`src/hw/rtl/ccpe_div_cell.sv`:
```
// One quotient bit of a restoring division
module ccpe_div_cell #(
  parameter int FB     = 16,
  parameter int STEP   = 0,
  parameter int SIDE_W = 1
) (
  input  logic              clk,
  input  logic              rst_n,
  input  logic              en,
  input  logic              v_i,
  input  logic [2*FB+1:0]   rem_i,
  input  logic [FB+1:0]     den_i,
  input  logic [FB:0]       q_i,
  input  logic [SIDE_W-1:0] side_i,
  output logic              v_o,
  output logic [2*FB+1:0]   rem_o,
  output logic [FB+1:0]     den_o,
  output logic [FB:0]       q_o,
  output logic [SIDE_W-1:0] side_o
);

  localparam int NW = 2 * FB + 2;
  localparam int DW = FB + 2;
  localparam int QW = FB + 1;
  localparam logic [QW-1:0] BIT = QW'(1) << STEP;

  logic [NW-1:0] dsh;
  logic          hit;
  logic [NW-1:0] rem_nxt;
  logic [QW-1:0] q_nxt;
  logic          v_r;
  logic [NW-1:0] rem_r;
  logic [DW-1:0] den_r;
  logic [QW-1:0] q_r;
  logic [SIDE_W-1:0] side_r;

  // shifted divisor compare and subtract
  always_comb begin
    dsh     = NW'(den_i) << STEP;
    hit     = (rem_i >= dsh);
    rem_nxt = hit ? (rem_i - dsh) : rem_i;
    q_nxt   = hit ? (q_i | BIT) : q_i;
  end

  always_ff @(posedge clk) begin
    if (!rst_n) begin
      v_r <= 1'b0;
    end else if (en) begin
      v_r <= v_i;
    end
  end

  always_ff @(posedge clk) begin
    if (en) begin
      rem_r  <= rem_nxt;
      den_r  <= den_i;
      q_r    <= q_nxt;
      side_r <= side_i;
    end
  end

  assign v_o    = v_r;
  assign rem_o  = rem_r;
  assign den_o  = den_r;
  assign q_o    = q_r;
  assign side_o = side_r;

endmodule

```
`config.mk`:
```
export PLATFORM = sky130hd
export DESIGN_NAME = ccpe_div_cell
export DESIGN_NICKNAME = d
export VERILOG_FILES = /design/src/hw/rtl/ccpe_div_cell.sv
export SDC_FILE = /design/constraint.sdc
export NUM_CORES = 1
export LEC_CHECK = 0
export BUFFER_PORTS_ARGS = -buffer_cell sky130_fd_sc_hd__buf_4
export CAP_MARGIN = 20
export CORE_ASPECT_RATIO = 1.25
export CORE_MARGIN = 3
export CORE_UTILIZATION = 45
export CTS_BUF_LIST = sky130_fd_sc_hd__clkbuf_4
export DETAILED_ROUTE_END_ITERATION = 7
export PLACE_DENSITY = 0.86
export SETUP_SLACK_MARGIN = 0.02
export SLEW_MARGIN = 20
export SYNTH_ARGS = -nofsm -noshare
export SYNTH_HDL_FRONTEND = slang
export SYNTH_SLANG_ARGS = --single-unit
```
`constraint.sdc`:
```
create_clock -name clk -period 3.99 [get_ports clk]
set_clock_uncertainty 0.2 [all_clocks]
set_input_delay 0.5985 -clock clk [delete_from_list [all_inputs] [get_ports clk]]
set_output_delay 0.5985 -clock clk [all_outputs]
set_load 0.005 [all_outputs]
```
==> qor.yml <==
cp_data_required_time_ns: 3.98
grt_max_degree: 72
dpl.hpwl_um: 7030
p_sw_share_pct: 27.2
yosysSeqAreaShare_pct: 56.3
dpl-instance-area_mm2: 0.00492
overflow: 0
synthAdderAreaFrac_pct: 6.50
htreeDepth: 3
drv_slew: 0
die_x_um: 87.9
fmax_mhz: 307
rsz0062_at_grt: "no"
synthesis.area_mm2: 0.00377
drive_gt1_share_pct: 41.2
clkLatencyLatePin_ns: 0.43
gp_congestion: 0.821
dr_wl_met2_um: 4840
fin_nets: 542
fin_hold_ws_ns: 0.126
power.leakage_nw: 2.17
drc_errors: 0
ys.flop_type: "edfxtp_1"
drt_iter0_drc: 113
synth_warnings: 0
grt_pass1_wl_um: 14200
antenna_found_initial: 0
track_usage_pct: 19.7
yosysUniqueCellTypes: 55
cts_setup_buffers: 0
num_vias: 2952
hold_buffers: 0
internal_power_mw: 1.33
numPortBuffers: 144
numCtsBuffers: 9
ys_ff_latch: 71
maxCapViolations: 0
p_total_mw: 1.82
yosys-mux-area-fraction_pct: 0.863
ant_nets: 0
synth-edff-count: 70
area_delta_synth_final_pct: 34.3
via_per_inst: 5.38
die_h_um: 108
startpoint_type: "primary input"
drt-pass1-iter-count: 5
diodes: 0
hold_viol: 0
clockPowerShare_pct: 26.2
utilization_pct: 63.5
power.density_mw_per_mm2: 360
synthXorXnorAreaFrac_pct: 7.20
m1WireLength_um: 3440
holdCritPathClass: "primary input to register"
cp-end-kind: "register"
seqPwrFrac_pct: 51.3
grt_pass1_vias: 2941
synth_top_cell_area_share_pct: 55.7
clk_pin_slew_ns: 0.12
syn_nets: 393
cts_tree: "yes"
synthTopCellsByArea: "edfxtp_1, ha_1, xor2_1, nand2_1, nor3_2"
yosys.area_share.simple_pct: 13.6
clock-sinks: 71
dieArea_mm2: 0.00952
wl_met3_um: 749
fillCellCount: 650
timing.slew.headroom_pct: 39.4
final-setup-viol-count: 0
root_buffer: "clkbuf_4"
postRouteWirelength_um: 9150
cts_resized: 0
routed.top_layer: "met4"
initial_utilization_pct: 47.3
status: "finished clean"
tightest_slew_ns: 0.908
clk_path_buf_depth: 2
critical_path_arrival_ns: 3.25
wl_per_cell_um: 16.7
synth_top_family_by_area: "simple AND/OR/NAND/NOR gates"
power_frac_comb_pct: 22.6
crit_fanout: 7
coreArea_mm2: 0.00797
path_class: "primary input to register"
synth_cells: 300
fin_area_mm2: 0.00507
yosys.area.top_type: "edfxtp_1"
tns_ns: 0
vdd_drop_max_uv: 186
ioPinCount: 145
syn_avg_cell_area_um2: 12.6
async_reset_ff_share_pct: 0
num_rows: 36
finalCritPeriodShare_pct: 81.6
fin_crit_ns: 3.26
synth_compound_area_share_pct: 11.7
p_sw_uw: 496
layer usage:
metal	track usage, %	vias up
met4	8.55	0
met3	3.89	10
met1	22.5	1417
li1	-	1410
met5	0	-
met2	35.1	115
logic make-up after synthesis:
kind of cell / count (synthesis)
simple gates: 82
flops: 71
compound gates: 65
xor+xnor: 31
buf+inv: 29
fa+ha+maj: 19
mux: 3
per-stage QoR:
step	std cells	setup slack [ns]
CTS	549	0.745
global placement	533	0.384
global route	549	0.569
detailed placement	533	0.278
floorplan	300	0.745
finish	549	0.735
placed cells by master (no fill, tap or decap), types with 5 or more instances in the layout:
cell type	count
xor2_1	24
nor2_1	8
buf_4	146
nor3_2	9
a21o_1	7
nand2_1	29
a21oi_1	15
ha_1	18
nand4_1	5
edfxtp_1	70
clkbuf_4	10
xnor2_1	7
o21ai_1	16
inv_1	21
synthesized netlist by cell type (all sizes together), types with 3 or more instances:
cell and count:
edfxtp 70, nand2 29, xor2 24, inv 21, o21ai 21, ha 18, a21oi 15, nor3 12
nor2 11, buf 8, a21o 7, xnor2 7, nand4 5, or4 5, or3 4, a211oi 3
o21a 3
final timing paths:
kind	startpoint	endpoint	slack, ns	depth (start not counted)
setup / recovery	rem_i[0]	rem_o[30]$_DFFE_PP_	0.73	12
hold / removal	q_i[5]	q_o[5]$_DFFE_PP_	0.13	1
setup reg to reg	v_o$_SDFFE_PN0P_	v_o$_SDFFE_PN0P_	3.19	2
hold reg to reg	v_o$_SDFFE_PN0P_	v_o$_SDFFE_PN0P_	0.34	2
power by group through the flow:
stage          Combinational [mW]  Clock [mW]  Sequential [mW]
2_1_floorplan               0.169           0            0.959
3_3_place_gp                0.401           0            0.952
3_5_place_dp                0.414           0            0.953
4_1_cts                     0.415       0.487            0.937
5_1_grt                     0.452       0.519            0.943
6_report                    0.411       0.477            0.935
area by class of cell:
type,instances,area [µm²],share of cell area (%)
sequential,71,2120,41.9
multi-input combinational,200,1510,29.7
timing repair buffer,146,1100,21.6
tap,95,119,2.35
inverter,21,78.8,1.56
clock buffer,10,75.1,1.48
clock inverter,6,70.1,1.38
worst max-delay path, cell delays in order:
cell       delay [ns]
buf_4            0.11
inv_1            0.05
ha_1             0.16
inv_1            0.06
fa_1             0.40
a21o_1           0.21
a221oi_2         0.44
o2bb2ai_1        0.13
a211o_2          0.40
nand2b_1         0.34
nor4_2           0.24
xor2_1           0.11
sequential cells by signal, indices dropped and copies added, names as in the netlist:
| signal | cells |
|---|---|
| den_o | 18 |
| q_o | 17 |
| rem_o | 34 |
| side_o | 1 |
| v_o | 1 |
Power figures use the tool's default switching activity.
