### config.mk
export PLATFORM = sky130hd
export DESIGN_NAME = ccpe_axis
export DESIGN_NICKNAME = d
export VERILOG_FILES = /design/src/hw/rtl/ccpe_pkg.sv /design/src/hw/rtl/ccpe_axis.sv
export SDC_FILE = /design/constraint.sdc
export NUM_CORES = 2
export LEC_CHECK = 0
export ABC_AREA = 0
export BUFFER_PORTS_ARGS = -buffer_cell sky130_fd_sc_hd__buf_2
export CORE_ASPECT_RATIO = 1.2
export CORE_UTILIZATION = 40
export DETAILED_ROUTE_END_ITERATION = 12
export PLACE_DENSITY = 0.68
export SLEW_MARGIN = 20
export SYNTH_ARGS = -nofsm -noshare
export SYNTH_HDL_FRONTEND = slang
export SYNTH_SLANG_ARGS = --single-unit
### constraint.sdc
create_clock -name clk -period 10 [get_ports clk]
set_input_delay 1.5 -clock clk [delete_from_list [all_inputs] [get_ports clk]]
set_output_delay 1.5 -clock clk [all_outputs]
set_load 0.005 [all_outputs]
### src/hw/rtl/ccpe_pkg.sv
package ccpe_pkg;

  // configuration register map
  localparam int IDX_W = 2;
  localparam logic [IDX_W-1:0] REG_START    = 2'd0;
  localparam logic [IDX_W-1:0] REG_SHOULDER = 2'd1;
  localparam logic [IDX_W-1:0] REG_END      = 2'd2;
  localparam logic [IDX_W-1:0] REG_SHAPE    = 2'd3;

  // register and field widths
  localparam int CFG_W   = 60;
  localparam int SHAPE_W = 16;
  localparam int OUT_W   = 22;

  // shape factor after reset: one half
  localparam logic [SHAPE_W-1:0] SHAPE_RESET = 16'd32768;

endpackage

### src/hw/rtl/ccpe_axis.sv
// Per-axis blend: A + floor(dl*t/F) + floor(db*y0/2F), saturated
module ccpe_axis #(
  parameter int CB = 20,
  parameter int FB = 16
) (
  input  logic                           clk,
  input  logic                           en,
  input  logic [FB:0]                    t_i,
  input  logic signed [FB+1:0]           y0_i,
  input  logic signed [CB-1:0]           a_i,
  input  logic signed [CB:0]             dl_i,
  input  logic signed [CB+1:0]           db_i,
  output logic [ccpe_pkg::OUT_W-1:0]     val_o
);

  localparam int OW   = ccpe_pkg::OUT_W;
  localparam int LW   = CB + FB + 3;
  localparam int BW   = CB + FB + 4;
  localparam int SUMW = (CB + FB + 5 > OW + 1) ? CB + FB + 5 : OW + 1;
  localparam logic signed [SUMW-1:0] SAT_HI = SUMW'((2 ** (OW - 1)) - 1);
  localparam logic signed [SUMW-1:0] SAT_LO = -SAT_HI - SUMW'(1);

  logic signed [LW-1:0]   lin_nxt, lin_r;
  logic signed [BW-1:0]   bend_nxt, bend_r;
  logic signed [SUMW-1:0] lin_e, bend_e, a_e, sum;
  logic [OW-1:0]          val_nxt, val_r;

  // products
  always_comb begin
    lin_nxt  = dl_i * $signed({1'b0, t_i});
    bend_nxt = db_i * y0_i;
  end

  // floor shifts, sum and saturation
  always_comb begin
    lin_e  = SUMW'(lin_r);
    bend_e = SUMW'(bend_r);
    a_e    = SUMW'(a_i);
    sum    = a_e + (lin_e >>> FB) + (bend_e >>> (FB + 1));
    if (sum > SAT_HI) begin
      val_nxt = SAT_HI[OW-1:0];
    end else if (sum < SAT_LO) begin
      val_nxt = SAT_LO[OW-1:0];
    end else begin
      val_nxt = sum[OW-1:0];
    end
  end

  always_ff @(posedge clk) begin
    if (en) begin
      lin_r  <= lin_nxt;
      bend_r <= bend_nxt;
      val_r  <= val_nxt;
    end
  end

  assign val_o = val_r;

endmodule

==> key figures <==
Synthesis
  • Top cell type by total area after synthesis: fa_1
  • Synth Area in Compound Gates: 0.0478
  • Synth Area in Simple Gates: 0.141
  • Mapped Nets: 4,356
  • Post-synthesis cell type count: 66
  • Seq/Total Area, Yosys: 0.0672
  • Synth Area in Adders: 0.595
  • Xor-xnor portion of the synthesized cell area: 0.0205
  • Ys async rst share: 0
  • Area contributors post-synth: fa_1, inv_1, ha_1, edfxtp_1, nand2_1
  • Largest family of logic cells by synthesized area: adder cells
  • Ys Warns: 0
  • Most frequent cells after synthesis: inv_1, fa_1, nand2_1, and2_1, ha_1
  • Count leader, synth: inv_1
  • Primary FF master, synth: edfxtp_1
  • EDFF count, synth: 68
  • Top cell type's share of synthesized area: 0.508
  • Mux share of post-synthesis cell area: 0.000371
  • Post-synthesis register bit count: 68
  • Avg Inst Size Synth: 9.28 um2
  • Mapped cell area: 0.0304 mm2
  • Post-Synthesis Cells: 3,274

Route
  • Post-DRT Antenna Nets: 0
  • DRT Pass-1 Iters: 7
  • Final WL: 72,000 um
  • Vias per Instance: 4.94
  • DR DRC count: 0
  • Vias: 21,200
  • Iteration-0 DRC Markers: 1,097
  • Per-cell routed wire length: 16.8 um

Cells and area
  • Filler cells: 7,255
  • Layout cells sized above 1: 0.0470
  • Area growth from synthesis to layout: 5.62%
  • Area of the multi-input gates: 0.0244 mm2
  • Nets@finish: 4,356
  • Seq. cell area: 0.00204 mm2
  • Finished Cell Area: 0.0321 mm2

Clock tree
  • Clock latency at the later pin of the worst-skew pair: 0.33 ns
  • Root Driver: clkbuf_16
  • Number of CTS-inserted buffers: 9
  • # hold bufs at CTS: 0
  • Clk sinks: 68
  • Post-CTS setup buffers: 0
  • Post-cts gate resize count: 0
  • CTS max path bufs: 2
  • CTS clock-pin slew for the worst setup and hold paths: 0.06 ns
  • TritonCTS clock tree: built
  • # H-tree levels: 3

Floorplan
  • CORE AREA: 0.0750 mm2
  • Die width: 254 um
  • Die area: 0.0770 mm2
  • Starting Density: 0.405
  • Row count: 110
  • Die outline height: 304 um
  • # IOs: 122

Critical path
  • Worst reg2reg path depth: 12
  • CP max stage cell: a2111oi_1
  • Worst Path Max Fanout: 21
  • Critical Path AT: 8.08 ns
  • Crit end category: flop
  • Required time worst endpoint: 10.06 ns
  • Setup crit start kind: primary input
  • Cell mode on critical path: fa_1
  • CP Cell Sequence: buf_2 > and2_1 > fa_1 > fa_1 > ha_1 > inv_1 > fa_1 > inv_1 > fa_1 > inv_1 > fa_1 > inv_1 > ha_1 > and3_1 > nand3_1 > a2111oi_1 > o31a_1 > a221o_1 > a21oi_1 > xnor2_1
  • CP Class: in -> reg
  • Crit path largest cell delay: 0.87 ns

Placement
  • Post-DP HPWL: 59,900 um
  • Gpl congestion: 0.883
  • # port buffers: 121
  • Post-placement cell area: 0.0317 mm2

STA
  • Final-report setup violation count: 0
  • Slew headroom: 0.379
  • Aggregate negative setup slack: 0 ns
  • Minimum clock period after layout: 8.02 ns
  • Setup Skew: 0.00682 ns
  • RSZ-0062 raised after global routing: false
  • Worst slew pin tran: 0.929 ns
  • Final Cycle Share: 0.802
  • Hold Fails Final Rpt: 0
  • Max-slew violations: 0
  • Fmax: 125 MHz

Worst hold path
  • Hold WC Path Type: reg -> reg
  • Hold path depth: 2

Run
  • Max-capacitance violation count: 0

Global routing
  • Total track usage: 0.199
  • Vias in the first global route: 23,600
  • GRT Residual Overflow: 0
  • Pin count of the biggest net entering global routing: 69
  • Initial antenna violation count: 2
  • Global-route wire length before repair: 120,000 um

Outcome
  • Status: complete, no violations
[cell type report]
cell class                      count  area share
Clock inverter                      7     0.00312
Antenna cell                        2    0.000156
Tap cell                         1008      0.0393
Multi-Input combinational cell   2170       0.762
Timing Repair Buffer              124      0.0196
Sequential cell                    68      0.0637
Clock buffer                        9     0.00702
Inverter                          901       0.105
[cells in the final DEF (no fill, tap or decap), types with 3 or more instances in the layout]
master,n
inv_1,900
fa_1,770
nand2_1,493
and2_1,260
ha_1,212
buf_2,121
edfxtp_1,68
a21oi_1,53
xnor2_1,53
nor2_1,52
a21o_1,47
o21ai_0,26
nand3_1,19
xor2_1,18
nand2b_1,15
nor2b_1,12
nor3_1,12
and3_1,11
o211ai_1,10
clkbuf_16,9
a211o_1,8
o21ai_1,8
a211oi_1,8
a31oi_1,8
o21a_1,7
nand4_1,6
or3_1,5
and4_1,3
o21bai_1,3
a221oi_1,3
a21boi_0,3
or4_1,3
clkinv_4,3
buf_4,3
[sequential cells by signal, indices dropped and copies added (netlist names)]
register  cells
bend_r       23
lin_r        23
val_o        22
[worst max-delay path, delay by kind of cell]
family | cells | cell delay, ns
AOI/OAI and AO/OA | 4 | 1.48
adders and majority gates | 7 | 3.69
and+or+nand+nor | 3 | 0.60
buffers and inverters | 5 | 0.62
xor gates and xnor gates | 1 | 0.16
[cells by family after synthesis]
logic type / Yosys count
compound gates: 213
mux: 1
simple gates: 903
buf+inv: 1036
flops: 68
fa+ha+maj: 982
xor+xnor: 71
[routing by layer]
metal	wire length, um	share of wire	vias up	track usage
li1	-	-	9483	-
met1	26900	0.37	10900	0.228
met2	38400	0.53	594	0.371
met3	2530	0.035	197	0.0108
met4	4140	0.057	0	0.0980
met5	0	0	-	0
[per-stage QoR]
step                hold WS (ns)  utilization  worst slack [ns]  instances
CTS                        0.787        0.428              1.92       4287
floorplan                  0.662            -              2.42       3274
global route               0.805        0.428              1.55       4289
global placement           0.775        0.423              1.65       4271
detailed placement         0.754        0.423              1.58       4271
finish                     0.749        0.428              1.98       4289
[final timing paths]
path               from          to  slack [ns]
min reg2reg  bend_r[17]    val_o[0]        0.75
min          bend_r[17]    val_o[0]        0.75
max reg2reg   lin_r[17]   val_o[10]        6.31
max             y0_i[0]  bend_r[39]        1.98
Power is not shown: default switching activity piles up to over one toggle a cycle in this logic, so the estimate is an artifact.
