--- src/hw/rtl/ccpe_sqrt_cell.sv ---
// One digit of the square root: trial subtract of 2*R*2^j + 2^2j
module ccpe_sqrt_cell #(
  parameter int FB     = 16,
  parameter int STEP   = 0,
  parameter int SIDE_W = 1
) (
  input  logic              clk,
  input  logic              rst_n,
  input  logic              en,
  input  logic              v_i,
  input  logic [2*FB+1:0]   rem_i,
  input  logic [FB:0]       root_i,
  input  logic [SIDE_W-1:0] side_i,
  output logic              v_o,
  output logic [2*FB+1:0]   rem_o,
  output logic [FB:0]       root_o,
  output logic [SIDE_W-1:0] side_o
);

  localparam int RW  = 2 * FB + 2;
  localparam int RTW = FB + 1;
  localparam logic [RTW-1:0] BIT = RTW'(1) << STEP;

  logic [RW-1:0]  trial;
  logic           hit;
  logic [RW-1:0]  rem_nxt;
  logic [RTW-1:0] root_nxt;
  logic           v_r;
  logic [RW-1:0]  rem_r;
  logic [RTW-1:0] root_r;
  logic [SIDE_W-1:0] side_r;

  // trial value and conditional subtract
  always_comb begin
    trial    = (RW'(root_i) << (STEP + 1)) | (RW'(1) << (2 * STEP));
    hit      = (rem_i >= trial);
    rem_nxt  = hit ? (rem_i - trial) : rem_i;
    root_nxt = hit ? (root_i | BIT) : root_i;
  end

  always_ff @(posedge clk) begin
    if (!rst_n) begin
      v_r <= 1'b0;
    end else if (en) begin
      v_r <= v_i;
    end
  end

  always_ff @(posedge clk) begin
    if (en) begin
      rem_r  <= rem_nxt;
      root_r <= root_nxt;
      side_r <= side_i;
    end
  end

  assign v_o    = v_r;
  assign rem_o  = rem_r;
  assign root_o = root_r;
  assign side_o = side_r;

endmodule

--- config.mk ---
export PLATFORM = sky130hd
export DESIGN_NAME = ccpe_sqrt_cell
export DESIGN_NICKNAME = d
export VERILOG_FILES = /design/src/hw/rtl/ccpe_sqrt_cell.sv
export SDC_FILE = /design/constraint.sdc
export NUM_CORES = 1
export LEC_CHECK = 0
export BUFFER_PORTS_ARGS = -buffer_cell sky130_fd_sc_hd__clkbuf_2
export CAP_MARGIN = 30
export CORE_MARGIN = 2
export CORE_UTILIZATION = 55
export CTS_BUF_LIST = sky130_fd_sc_hd__clkbuf_8
export DETAILED_ROUTE_END_ITERATION = 12
export GPL_ROUTABILITY_DRIVEN = 1
export HOLD_SLACK_MARGIN = 0.12
export PLACE_DENSITY = 0.84
export SLEW_MARGIN = 20
export SYNTH_ARGS = -nofsm -noshare
export SYNTH_HDL_FRONTEND = slang
export SYNTH_SLANG_ARGS = --single-unit
--- constraint.sdc ---
create_clock -name clk -period 3.9 [get_ports clk]
set_input_delay 0.195 -clock clk [delete_from_list [all_inputs] [get_ports clk]]
set_output_delay 0.195 -clock clk [all_outputs]
set_load 0.02 [all_outputs]
==> reports/results.tsv, run 1 <==
stage	metric	value	unit
final_layout	num-fill-cells	428	
timing	slew_headroom	40.4	%
setup_path	critical_path.slowest_cell	or4_1	
clock_network	worstSkewPairLatency	0.31	ns
global_route	track_usage	24.2	%
clock_network	ctsLongestPathBuffers	2	
setup_path	reg2reg_depth	2	
route	wl_per_cell	15.5	um
global_route	grt.overflow.total	0	
synthesis	synth_nets	387	
die	boundaryPins	109	
die	die-area	6520	um^2
final_layout	utilization	73.5	%
hold_path	hold_class	input port to flip-flop	
synthesis	synth_compound_area_share	14.2	%
setup_path	slowest_delay	0.56	ns
global_route	use_met1	29.4	%
timing	fmax	288	MHz
clock_network	post_cts_buffers	0	
status	status	complete, no violations	
synthesis	synth_xor_area_share	8.10	%
clock_network	cts_root_buf	clkbuf_8	
final_layout	n_antenna_cell	0	
placement	dp_hpwl	5740	um
timing	period_needed	3.48	ns
timing	whs	0.141	ns
flow_run	maxCapViolations	0	
synthesis	yosys_warnings	0	
setup_path	critical_path.top_delay_family	simple AND/OR/NAND/NOR gates	
final_layout	layout_commonest_cell	clkbuf_2	
final_layout	layout-drive-gt1-share	28.2	%
synthesis	synth-simple-area-share	16.1	%
clock_network	cts_tree	built	
global_route	grt_pass1_wl	12200	um
synthesis	synthArstFlopShare	0	%
global_route	grt_max_degree	54	
setup_path	crit_fanout	26	
placement	port-buffer-count	108	
synthesis	ys_ff_latch	53	
route	dr.pass1.iters	5	
timing	tightest_slew	0.894	ns
die	fp.dieH	80.8	um
setup_path	path_cells	dlygate4sd3_1 -> clkbuf_2 -> inv_1 -> ha_1 -> nand4_2 -> or4_1 -> a211oi_2 -> nor3_1 -> and2_1 -> nor4_1 -> xor2_1	
timing	final.period_utilization	89.2	%
route	drt-initial-drc-count	300	
synthesis	ys_types	49	
route	drtAntennaViolNets	0	
synthesis	synth_top_flop_cell	edfxtp_1	
timing	finalSetupViolations	0	
global_route	antenna_found_initial	0	
placement	place.gp.congestion	0.870	
setup_path	critPathLaunchType	input port	
global_route	busiest_layer	met2	
setup_path	cp_num_buf_inv	3	
timing	clock_skew	0	ns
clock_network	numCtsBuffers	5	
die	rows	27	
global_route	use_met2	43.0	%
route	drc	0	
setup_path	cp_num_cells	11	
synthesis	synth_edf_count	52	
final_layout	area_growth	27.1	%
timing	hold_violations	0	
global_route	grt_pass1_vias	2754	
final_layout	final_cell_mix	108 x clkbuf_2, 52 x edfxtp_1, 34 x nand2_1	
synthesis	muxShareOfSynthArea	0.656	%
setup_path	critPathRequiredTime	3.96	ns
synthesis	synth-adder-area-share	7.56	%
route	vias	2899	
setup_path	end_kind	flip-flop	
synthesis	syn_avg_cell_area	10.4	um^2
setup_path	arrival	3.53	ns
timing	rsz0062_at_grt	false	
clock_network	cts.sinks	53	
timing	fin_tns_setup	0	ns
final_layout	nets	513	
power	leakage	0.00179	uW
timing	drv_slew	0	
global_route	use_met3	4.11	%
synthesis	syn-cell-area	3240	um^2
hold_path	min_path_cells	3	
clock_network	h-tree-depth	2	
setup_path	worstSetupPathType	input port to flip-flop	
die	core_area	5610	um^2
route	via_per_inst	5.67	
synthesis	synth_cells	312	
power	peakVddDrop	222	uV
die	fp.dieW	80.8	um
synthesis	ys_seq_area_share	48.8	%
power	power_density	366	nW/um^2
synthesis	synth_top_family_by_area	simple AND/OR/NAND/NOR gates	
clock_network	path_clk_slew	0.10	ns
die	initial_core_util	57.8	%
route	wirelength	7930	um
## logic make-up (layout without fill, tap and decap cells)
logic type,Yosys count,after routing
mux,2,2
compound gates,76,76
xor+xnor,30,30
buf+inv,32,159
simple gates,100,100
flops,53,53
fa+ha+maj,19,19
## state kept, by name, indices dropped and copies added, names as in the netlist
name	cells
root_o	17
side_o	1
rem_o	34
v_o	1
## cells in the mapped netlist (2+ instances only)
master    number  area (um^2)
clkbuf_2       2         10.0
nand3_1        5         25.0
or3_1          3         18.8
buf_2          3         15.0
o21ai_0       31          155
o21a_1         2         15.0
nand2b_1       3         18.8
and3_1         2         12.5
nor4b_1        2         17.5
nand2_1       34          128
nor2_1        13         48.8
and2_1         4         25.0
edfxtp_1      52         1560
xor2_1        19          166
o31ai_1        3         22.5
nor3_1        10         50.1
ha_1          18          225
or4_1          4         30.0
xnor2_1       11         96.3
a31oi_1        2         12.5
a21o_1         7         52.6
inv_1         23         86.3
o21bai_1       4         30.0
nor2b_1        4         25.0
a21oi_1       18         90.1
buf_6          3         33.8
nor4_1         7         43.8
nand4_1        2         12.5
## layer usage
metal,vias to the layer above,wire length [um]
li1,1392,-
met1,1348,3080
met2,142,4050
met3,17,627
met4,0,176
met5,-,0
## layout make-up
| cell class | count | area [um^2] | area share, % |
|---|---|---|---|
| clock inverters | 3 | 46.3 | 1.12 |
| multi-input cells | 227 | 1510 | 36.7 |
| repair buffers | 128 | 736 | 17.9 |
| clock buffers | 5 | 68.8 | 1.67 |
| flip-flops and latches | 53 | 1580 | 38.4 |
| well taps | 72 | 90.1 | 2.19 |
| inverters | 23 | 86.3 | 2.10 |
## power by group
| group | switching, uW | leakage, uW | internal (uW) |
|---|---|---|---|
| logic | 254 | 0.00121 | 155 |
| clock network | 187 | 0.0000543 | 192 |
| registers | 17.2 | 0.000518 | 701 |
## worst register-to-register path: stages, from the launching register on
cell     delay [ns]
dfxtp_1        0.32
mux2i_1        0.12
nor2b_1        0.06
## stage by stage
| step | area (um^2) | instances | worst slack [ns] | power, uW |
|---|---|---|---|---|
| 3_5_place_dp | 3820 | 485 | 0.678 | 1120 |
| 6_report | 4120 | 511 | 0.422 | 1510 |
| 5_1_grt | 4120 | 511 | 0.267 | 1570 |
| 4_1_cts | 4120 | 511 | 0.501 | 1510 |
| 3_3_place_gp | 3820 | 485 | 0.825 | 1110 |
| 2_1_floorplan | 3240 | 312 | 1.27 | 976 |
## what timing repair did
| action | CTS | global route |
|---|---|---|
| setup endpoints to repair | 0 | 0 |
| resized for setup | 0 | 0 |
| hold endpoints to repair | 18 | 0 |
| hold buffers | 18 | 0 |
## final timing paths
path         slack, ns   endpoint        from
max               0.42  rem_o[24]  root_i[11]
min               0.14        v_o         v_i
max reg2reg       3.31        v_o         v_o
min reg2reg       0.53        v_o         v_o
(Power assumes the default switching activity.)
==> run 2, diff against run 1 <==
--- a/config.mk
+++ b/config.mk
@@ -8,12 +8,12 @@
 export BUFFER_PORTS_ARGS = -buffer_cell sky130_fd_sc_hd__clkbuf_2
 export CAP_MARGIN = 30
 export CORE_MARGIN = 2
-export CORE_UTILIZATION = 55
+export CORE_UTILIZATION = 47
 export CTS_BUF_LIST = sky130_fd_sc_hd__clkbuf_8
 export DETAILED_ROUTE_END_ITERATION = 12
 export GPL_ROUTABILITY_DRIVEN = 1
 export HOLD_SLACK_MARGIN = 0.12
-export PLACE_DENSITY = 0.84
+export PLACE_DENSITY = 0.76
 export SLEW_MARGIN = 20
 export SYNTH_ARGS = -nofsm -noshare
 export SYNTH_HDL_FRONTEND = slang
==> constraint.sdc (replaced) <==
create_clock -name clk -period 3.1 [get_ports clk]
set_input_delay 0.155 -clock clk [delete_from_list [all_inputs] [get_ports clk]]
set_output_delay 0.155 -clock clk [all_outputs]
set_load 0.02 [all_outputs]
==> reports/results.tsv, run 2 (synthesized netlist as in run 1, its figures left out) <==
stage	metric	value	unit	change
route	met2_length	3930	um	-2.8%
die	fp.dieH	87.1	um	+7.8%
global_route	antenna_found_initial	0		unchanged
route	wirelength	7690	um	-3.1%
timing	hold_violations	0		unchanged
final_layout	utilization	62.5	%	-11 points
power	peakVddDrop	174	uV	-22%
clock_network	numCtsBuffers	5		unchanged
die	boundaryPins	109		unchanged
timing	period_needed	2.99	ns	
route	wl_per_cell	14.7	um	-5.5%
setup_path	reg2reg_to	v_o		
placement	post-place-ws	0.259	ns	-0.419 ns
clock_network	cts_tree	built		
status	status	complete, no violations		
route	met3WireLength	346	um	-45%
timing	final.setup.worst_slack	0.111	ns	-0.312 ns
timing	whs	0.143	ns	+0.00244 ns
global_route	track_usage	20.4	%	-3.8 points
timing	drv_slew	0		unchanged
setup_path	rrSetupSlack	1.93	ns	-1.38 ns
final_layout	area_growth	29.6	%	
global_route	grt_pass1_wl	12100	um	-1.3%
die	die-area	7580	um^2	+16%
final_layout	layout-drive-gt1-share	31.1	%	+2.8 points
setup_path	critPathLaunchType	input port		
placement	dp_hpwl	5730	um	-0.20%
route	drtAntennaViolNets	0		unchanged
timing	tightest_slew	0.675	ns	-0.220 ns
die	core_area	6720	um^2	+20%
setup_path	startpoint	root_i[16]		
global_route	grt_pass1_vias	2619		-4.9%
placement	port-buffer-count	108		unchanged
final_layout	final_cell_mix	108 x clkbuf_2, 52 x edfxtp_1, 34 x nand2_1		
die	fp.dieW	87.1	um	+7.8%
die	rows	30		+11%
hold_path	min_from	rem_i[12]		
setup_path	reg2reg_depth	3		+1
timing	final.period_utilization	96.4	%	
timing	fin_tns_setup	0	ns	unchanged
timing	fmax	335	MHz	
setup_path	end_kind	flip-flop		
clock_network	worstSkewPairLatency	0.31	ns	about the same
route	drc	0		unchanged
route	drt-initial-drc-count	95		-68%
setup_path	crit_fanout	8		-69%
timing	clock_skew	0	ns	unchanged
power	power_density	432	nW/um^2	+18%
power	leakage	0.00180	uW	+0.82%
global_route	grt_max_degree	54		unchanged
clock_network	h-tree-depth	2		unchanged
clock_network	cts_root_buf	clkbuf_8		
clock_network	cts.sinks	53		unchanged
route	dr.max_layer_used	met4		
route	dr.pass1.iters	4		-1
placement	place.gp.congestion	0.872		+0.31%
clock_network	post_cts_buffers	0		unchanged
global_route	grt.overflow.total	0		unchanged
setup_path	critPathRequiredTime	3.23	ns	-0.73 ns
clock_network	ctsLongestPathBuffers	2		unchanged
clock_network	path_clk_slew	0.09	ns	about the same
flow_run	maxCapViolations	0		unchanged
setup_path	endpoint	rem_o[33]		
timing	slew_headroom	55.0	%	+15 points
die	initial_core_util	48.2	%	-9.6 points
hold_path	hold_class	input port to flip-flop		
final_layout	nets	518		+0.97%
route	met1_length	3310	um	+7.3%
route	vias	2771		-4.4%
setup_path	worstSetupPathType	input port to flip-flop		
final_layout	layout_commonest_cell	clkbuf_2		
setup_path	arrival	3.12	ns	-0.41 ns
route	via_per_inst	5.29		-6.8%
timing	finalSetupViolations	0		unchanged
final_layout	n_antenna_cell	0		unchanged
final_layout	largest_reg_flops	34		unchanged
setup_path	r2r-start	v_o		
run 2: changes by cell type in the layout (fill, tap and decap cells not counted), sizes merged:
cell | previous run | this run
bufinv | 1 | 0
clkinv | 1 | 3
clkinvlp | 1 | 0
dlygate4sd3 | 18 | 19
buf | 2 | 6
run 2: worst min path at each step:
stage                      end  depth (start not counted)
floorplan           root_o[10]                          0
global placement        side_o                          1
detailed placement      side_o                          1
CTS                  rem_o[13]                          3
global route         rem_o[13]                          3
finish               rem_o[12]                          3
run 2: cell type report:
class	instances	area [um^2]
fill	577	2520
clock inverter	3	17.5
clock buffer	5	68.8
inverter	23	86.3
multi-input combinational	227	1570
sequential	53	1580
timing repair buffer	133	776
tap	80	100
run 2: worst max-delay path: stages:
cell and delay, ns:
dlygate4sd3_1 0.53, clkbuf_2 0.12, inv_1 0.05, ha_2 0.38, nand2_2 0.12, or4_1 0.56
a211oi_2 0.25, nor3_1 0.12, a21o_1 0.30, nor4_2 0.27, xor2_1 0.26
run 2: power breakdown:
part           switching, uW  total [uW]  internal (uW)
clock                    232         389            157
combinational            321         524            203
sequential              20.7         902            881
run 2: repair_timing:
| item | 4_1_cts | 5_1_grt |
|---|---|---|
| resized for setup | 0 | 14 |
| endpoints found under the setup margin | 0 | 29 |
| endpoints found under the hold margin | 18 | 0 |
| hold buffers | 19 | 0 |
run 2: layer usage:
layer	GRT usage (%)	vias up
met5	0	-
met1	25.6	1279
li1	-	1400
met3	2.75	8
met4	8.24	0
met2	35.2	84
run 2: metrics by stage:
stage | power, uW | cell area [um^2] | std cells
detailed placement | 1410 | 3860 | 497
global placement | 1400 | 3860 | 497
finish | 1820 | 4200 | 524
floorplan | 1230 | 3240 | 312
CTS | 1810 | 4140 | 524
global route | 1900 | 4200 | 524
==> run 3, diff against run 2 <==
--- a/config.mk
+++ b/config.mk
@@ -5,15 +5,17 @@
 export SDC_FILE = /design/constraint.sdc
 export NUM_CORES = 1
 export LEC_CHECK = 0
+export ABC_AREA = 1
 export BUFFER_PORTS_ARGS = -buffer_cell sky130_fd_sc_hd__clkbuf_2
 export CAP_MARGIN = 30
+export CORE_ASPECT_RATIO = 1.25
 export CORE_MARGIN = 2
-export CORE_UTILIZATION = 47
+export CORE_UTILIZATION = 49
 export CTS_BUF_LIST = sky130_fd_sc_hd__clkbuf_8
 export DETAILED_ROUTE_END_ITERATION = 12
 export GPL_ROUTABILITY_DRIVEN = 1
 export HOLD_SLACK_MARGIN = 0.12
-export PLACE_DENSITY = 0.76
+export PLACE_DENSITY = 0.77
 export SLEW_MARGIN = 20
 export SYNTH_ARGS = -nofsm -noshare
 export SYNTH_HDL_FRONTEND = slang
==> reports/results.tsv, run 3 <==
stage	metric	value	unit	change
setup_path	critPathLaunchType	input port		
setup_path	path_cells	dlygate4sd3_1 -> clkbuf_2 -> inv_1 -> ha_1 -> a21oi_1 -> o21ai_2 -> nand2_1 -> nand2_2 -> nand2_1 -> nand2_2 -> nand2_1 -> nand2_2 -> nor2_8 -> o21ai_1		
synthesis	yosysTopAreaCell	edfxtp_1		
route	drt-initial-drc-count	215		+130%
synthesis	synth.top_cell.area_share	41.5	%	-6.7 points
clock_network	path_clk_slew	0.11	ns	+0.02 ns
route	dr.pass1.iters	5		+1
placement	port-buffer-count	108		unchanged
synthesis	netlist_top_cells_area	edfxtp_1 42%, nand2_1 15%, inv_1 6.8%		
route	vias	3657		+32%
route	via_per_inst	5.11		-3.4%
synthesis	synth_commonest_cells	155 x nand2_1, 68 x inv_1, 52 x edfxtp_1		
timing	final.period_utilization	84.9	%	-11 points
final_layout	layout-drive-gt1-share	21.8	%	-9.3 points
route	wl_per_cell	15.2	um	+3.9%
die	fp.dieH	102	um	+17%
final_layout	area_growth	24.6	%	
global_route	grt_pass1_vias	3511		+34%
global_route	grt_max_degree	46		-15%
final_layout	largest_reg_flops	34		unchanged
clock_network	post_cts_resized	0		unchanged
placement	dp_hpwl	8670	um	+51%
final_layout	final_cell_mix	155 x nand2_1, 108 x clkbuf_2, 68 x inv_1		
route	drc	0		unchanged
global_route	track_usage	26.7	%	+6.3 points
synthesis	ys_ff_latch	53		unchanged
timing	fin_tns_setup	0	ns	unchanged
route	drtAntennaViolNets	0		unchanged
final_layout	num-fill-cells	669		+16%
placement	place.gp.congestion	0.923		+5.8%
synthesis	synth.most_common_cell	nand2_1		
synthesis	synth_edf_count	52		unchanged
clock_network	cts_tree	built		
final_layout	layout_commonest_cell	nand2_1		
timing	tightest_slew	0.627	ns	-0.0479 ns
setup_path	end_kind	flip-flop		
timing	hold_violations	0		unchanged
synthesis	syn-cell-area	3760	um^2	+16%
clock_network	h-tree-depth	2		unchanged
final_layout	finalNonFillerCells	716		+37%
timing	clock_skew	0	ns	unchanged
hold_path	hold_class	input port to flip-flop		
die	die-area	8400	um^2	+11%
setup_path	critical_path.slowest_cell	dlygate4sd3_1		
setup_path	slowest_delay	0.55	ns	about the same
final_layout	nets	698		+35%
timing	drv_slew	0		unchanged
clock_network	post_cts_buffers	0		unchanged
global_route	grt_pass1_wl	16900	um	+40%
global_route	antenna_found_initial	0		unchanged
timing	finalSetupViolations	0		unchanged
global_route	grt.overflow.total	0		unchanged
die	rows	35		+17%
setup_path	critPathRequiredTime	3.15	ns	-0.08 ns
synthesis	ys_types	29		-41%
synthesis	synth_nets	566		+46%
setup_path	arrival	2.69	ns	-0.43 ns
synthesis	syn_avg_cell_area	7.66	um^2	-26%
clock_network	ctsLongestPathBuffers	2		unchanged
final_layout	n_antenna_cell	0		unchanged
clock_network	numCtsBuffers	5		unchanged
timing	slew_headroom	58.2	%	+3.2 points
power	peakVddDrop	246	uV	+42%
timing	rsz0062_at_grt	false		
clock_network	cts_root_buf	clkbuf_8		
timing	period_needed	2.63	ns	-0.356 ns
status	status	complete, no violations		
die	initial_core_util	50.8	%	+2.6 points
power	leakage	0.00222	uW	+23%
flow_run	maxCapViolations	0		unchanged
clock_network	worstSkewPairLatency	0.31	ns	about the same
setup_path	worstSetupPathType	input port to flip-flop		
synthesis	ys_seq_area_share	42.0	%	-6.7 points
synthesis	synthArstFlopShare	0	%	unchanged
placement	post-place-cells	688		+38%
route	wirelength	10900	um	+42%
synthesis	yosys_warnings	0		unchanged
die	boundaryPins	109		unchanged
die	core_area	7400	um^2	+10%
die	fp.dieW	82.4	um	-5.4%
power	power_density	408	nW/um^2	-5.5%
synthesis	synth_top_flop_cell	edfxtp_1		
timing	fmax	380	MHz	+14%
setup_path	crit_fanout	45		+37
synthesis	synth_cells	491		+57%
clock_network	cts.sinks	53		unchanged
==> run 3: critical path, delay by kind of cell <==
kind | cells | cell delay, ns
simple gates | 7 | 1.02
buf+inv | 3 | 0.72
compound gates | 3 | 0.44
fa+ha+maj | 1 | 0.33
==> run 3: report_power, final <==
part	internal (uW)	total (uW)	switching [uW]
registers	882	902	20.5
clock network	161	415	254
logic	210	598	387
total	1250	1910	661
==> run 3: kinds of logic (layout without fill, tap and decap cells) <==
| group | Yosys count | after routing | share of synthesized area [%] |
|---|---|---|---|
| xor+xnor | 16 | 16 | 3.72 |
| compound gates | 58 | 58 | 8.45 |
| fa+ha+maj | 19 | 19 | 6.52 |
| simple gates | 267 | 267 | 30.7 |
| buf+inv | 78 | 211 | 8.58 |
| flops | 53 | 53 | 42.0 |
==> run 3: timing repair <==
| action | in CTS | in global routing |
|---|---|---|
| hold buffers | 19 | 0 |
| setup endpoints to repair | 0 | 0 |
| endpoints found under the hold margin | 18 | 0 |
==> run 3: worst paths after layout <==
check | from | end | slack [ns] | cells after the start
worst min register to register | v_o | v_o | 1.12 | 3
worst min-delay path | rem_i[17] | rem_o[17] | 0.14 | 3
worst max register to register | v_o | v_o | 1.87 | 3
worst max-delay path | root_i[2] | rem_o[11] | 0.47 | 14
==> run 3: final cells by class <==
| class | count | area [um^2] | area share (%) |
|---|---|---|---|
| Sequential cell | 53 | 1580 | 33.7 |
| Inverter | 74 | 278 | 5.92 |
| Multi-Input combinational cell | 360 | 1860 | 39.6 |
| Clock buffer | 5 | 68.8 | 1.47 |
| Clock inverter | 3 | 21.3 | 0.454 |
| Timing Repair Buffer | 129 | 766 | 16.3 |
| Tap cell | 92 | 115 | 2.46 |
==> run 3: metrics by stage <==
step                      hold WS (ns)  area [um^2]  total power, uW  setup WS [ns]  util, %
after global placement           0.335         4380             1480          0.814     59.2
after floorplan                  0.248         3760             1280           1.21        -
after global routing             0.142         4690             2020          0.258     63.3
final                            0.136         4690             1910          0.467     63.3
after CTS                        0.130         4660             1920          0.523     63.0
after detailed placement         0.342         4380             1490          0.735     59.2
==> run 3: metal layers <==
layer,wire length (um),GRT usage [%]
met1,4460,33.1
met2,5500,46.2
met3,575,3.45
met4,375,10.5
met5,0,0
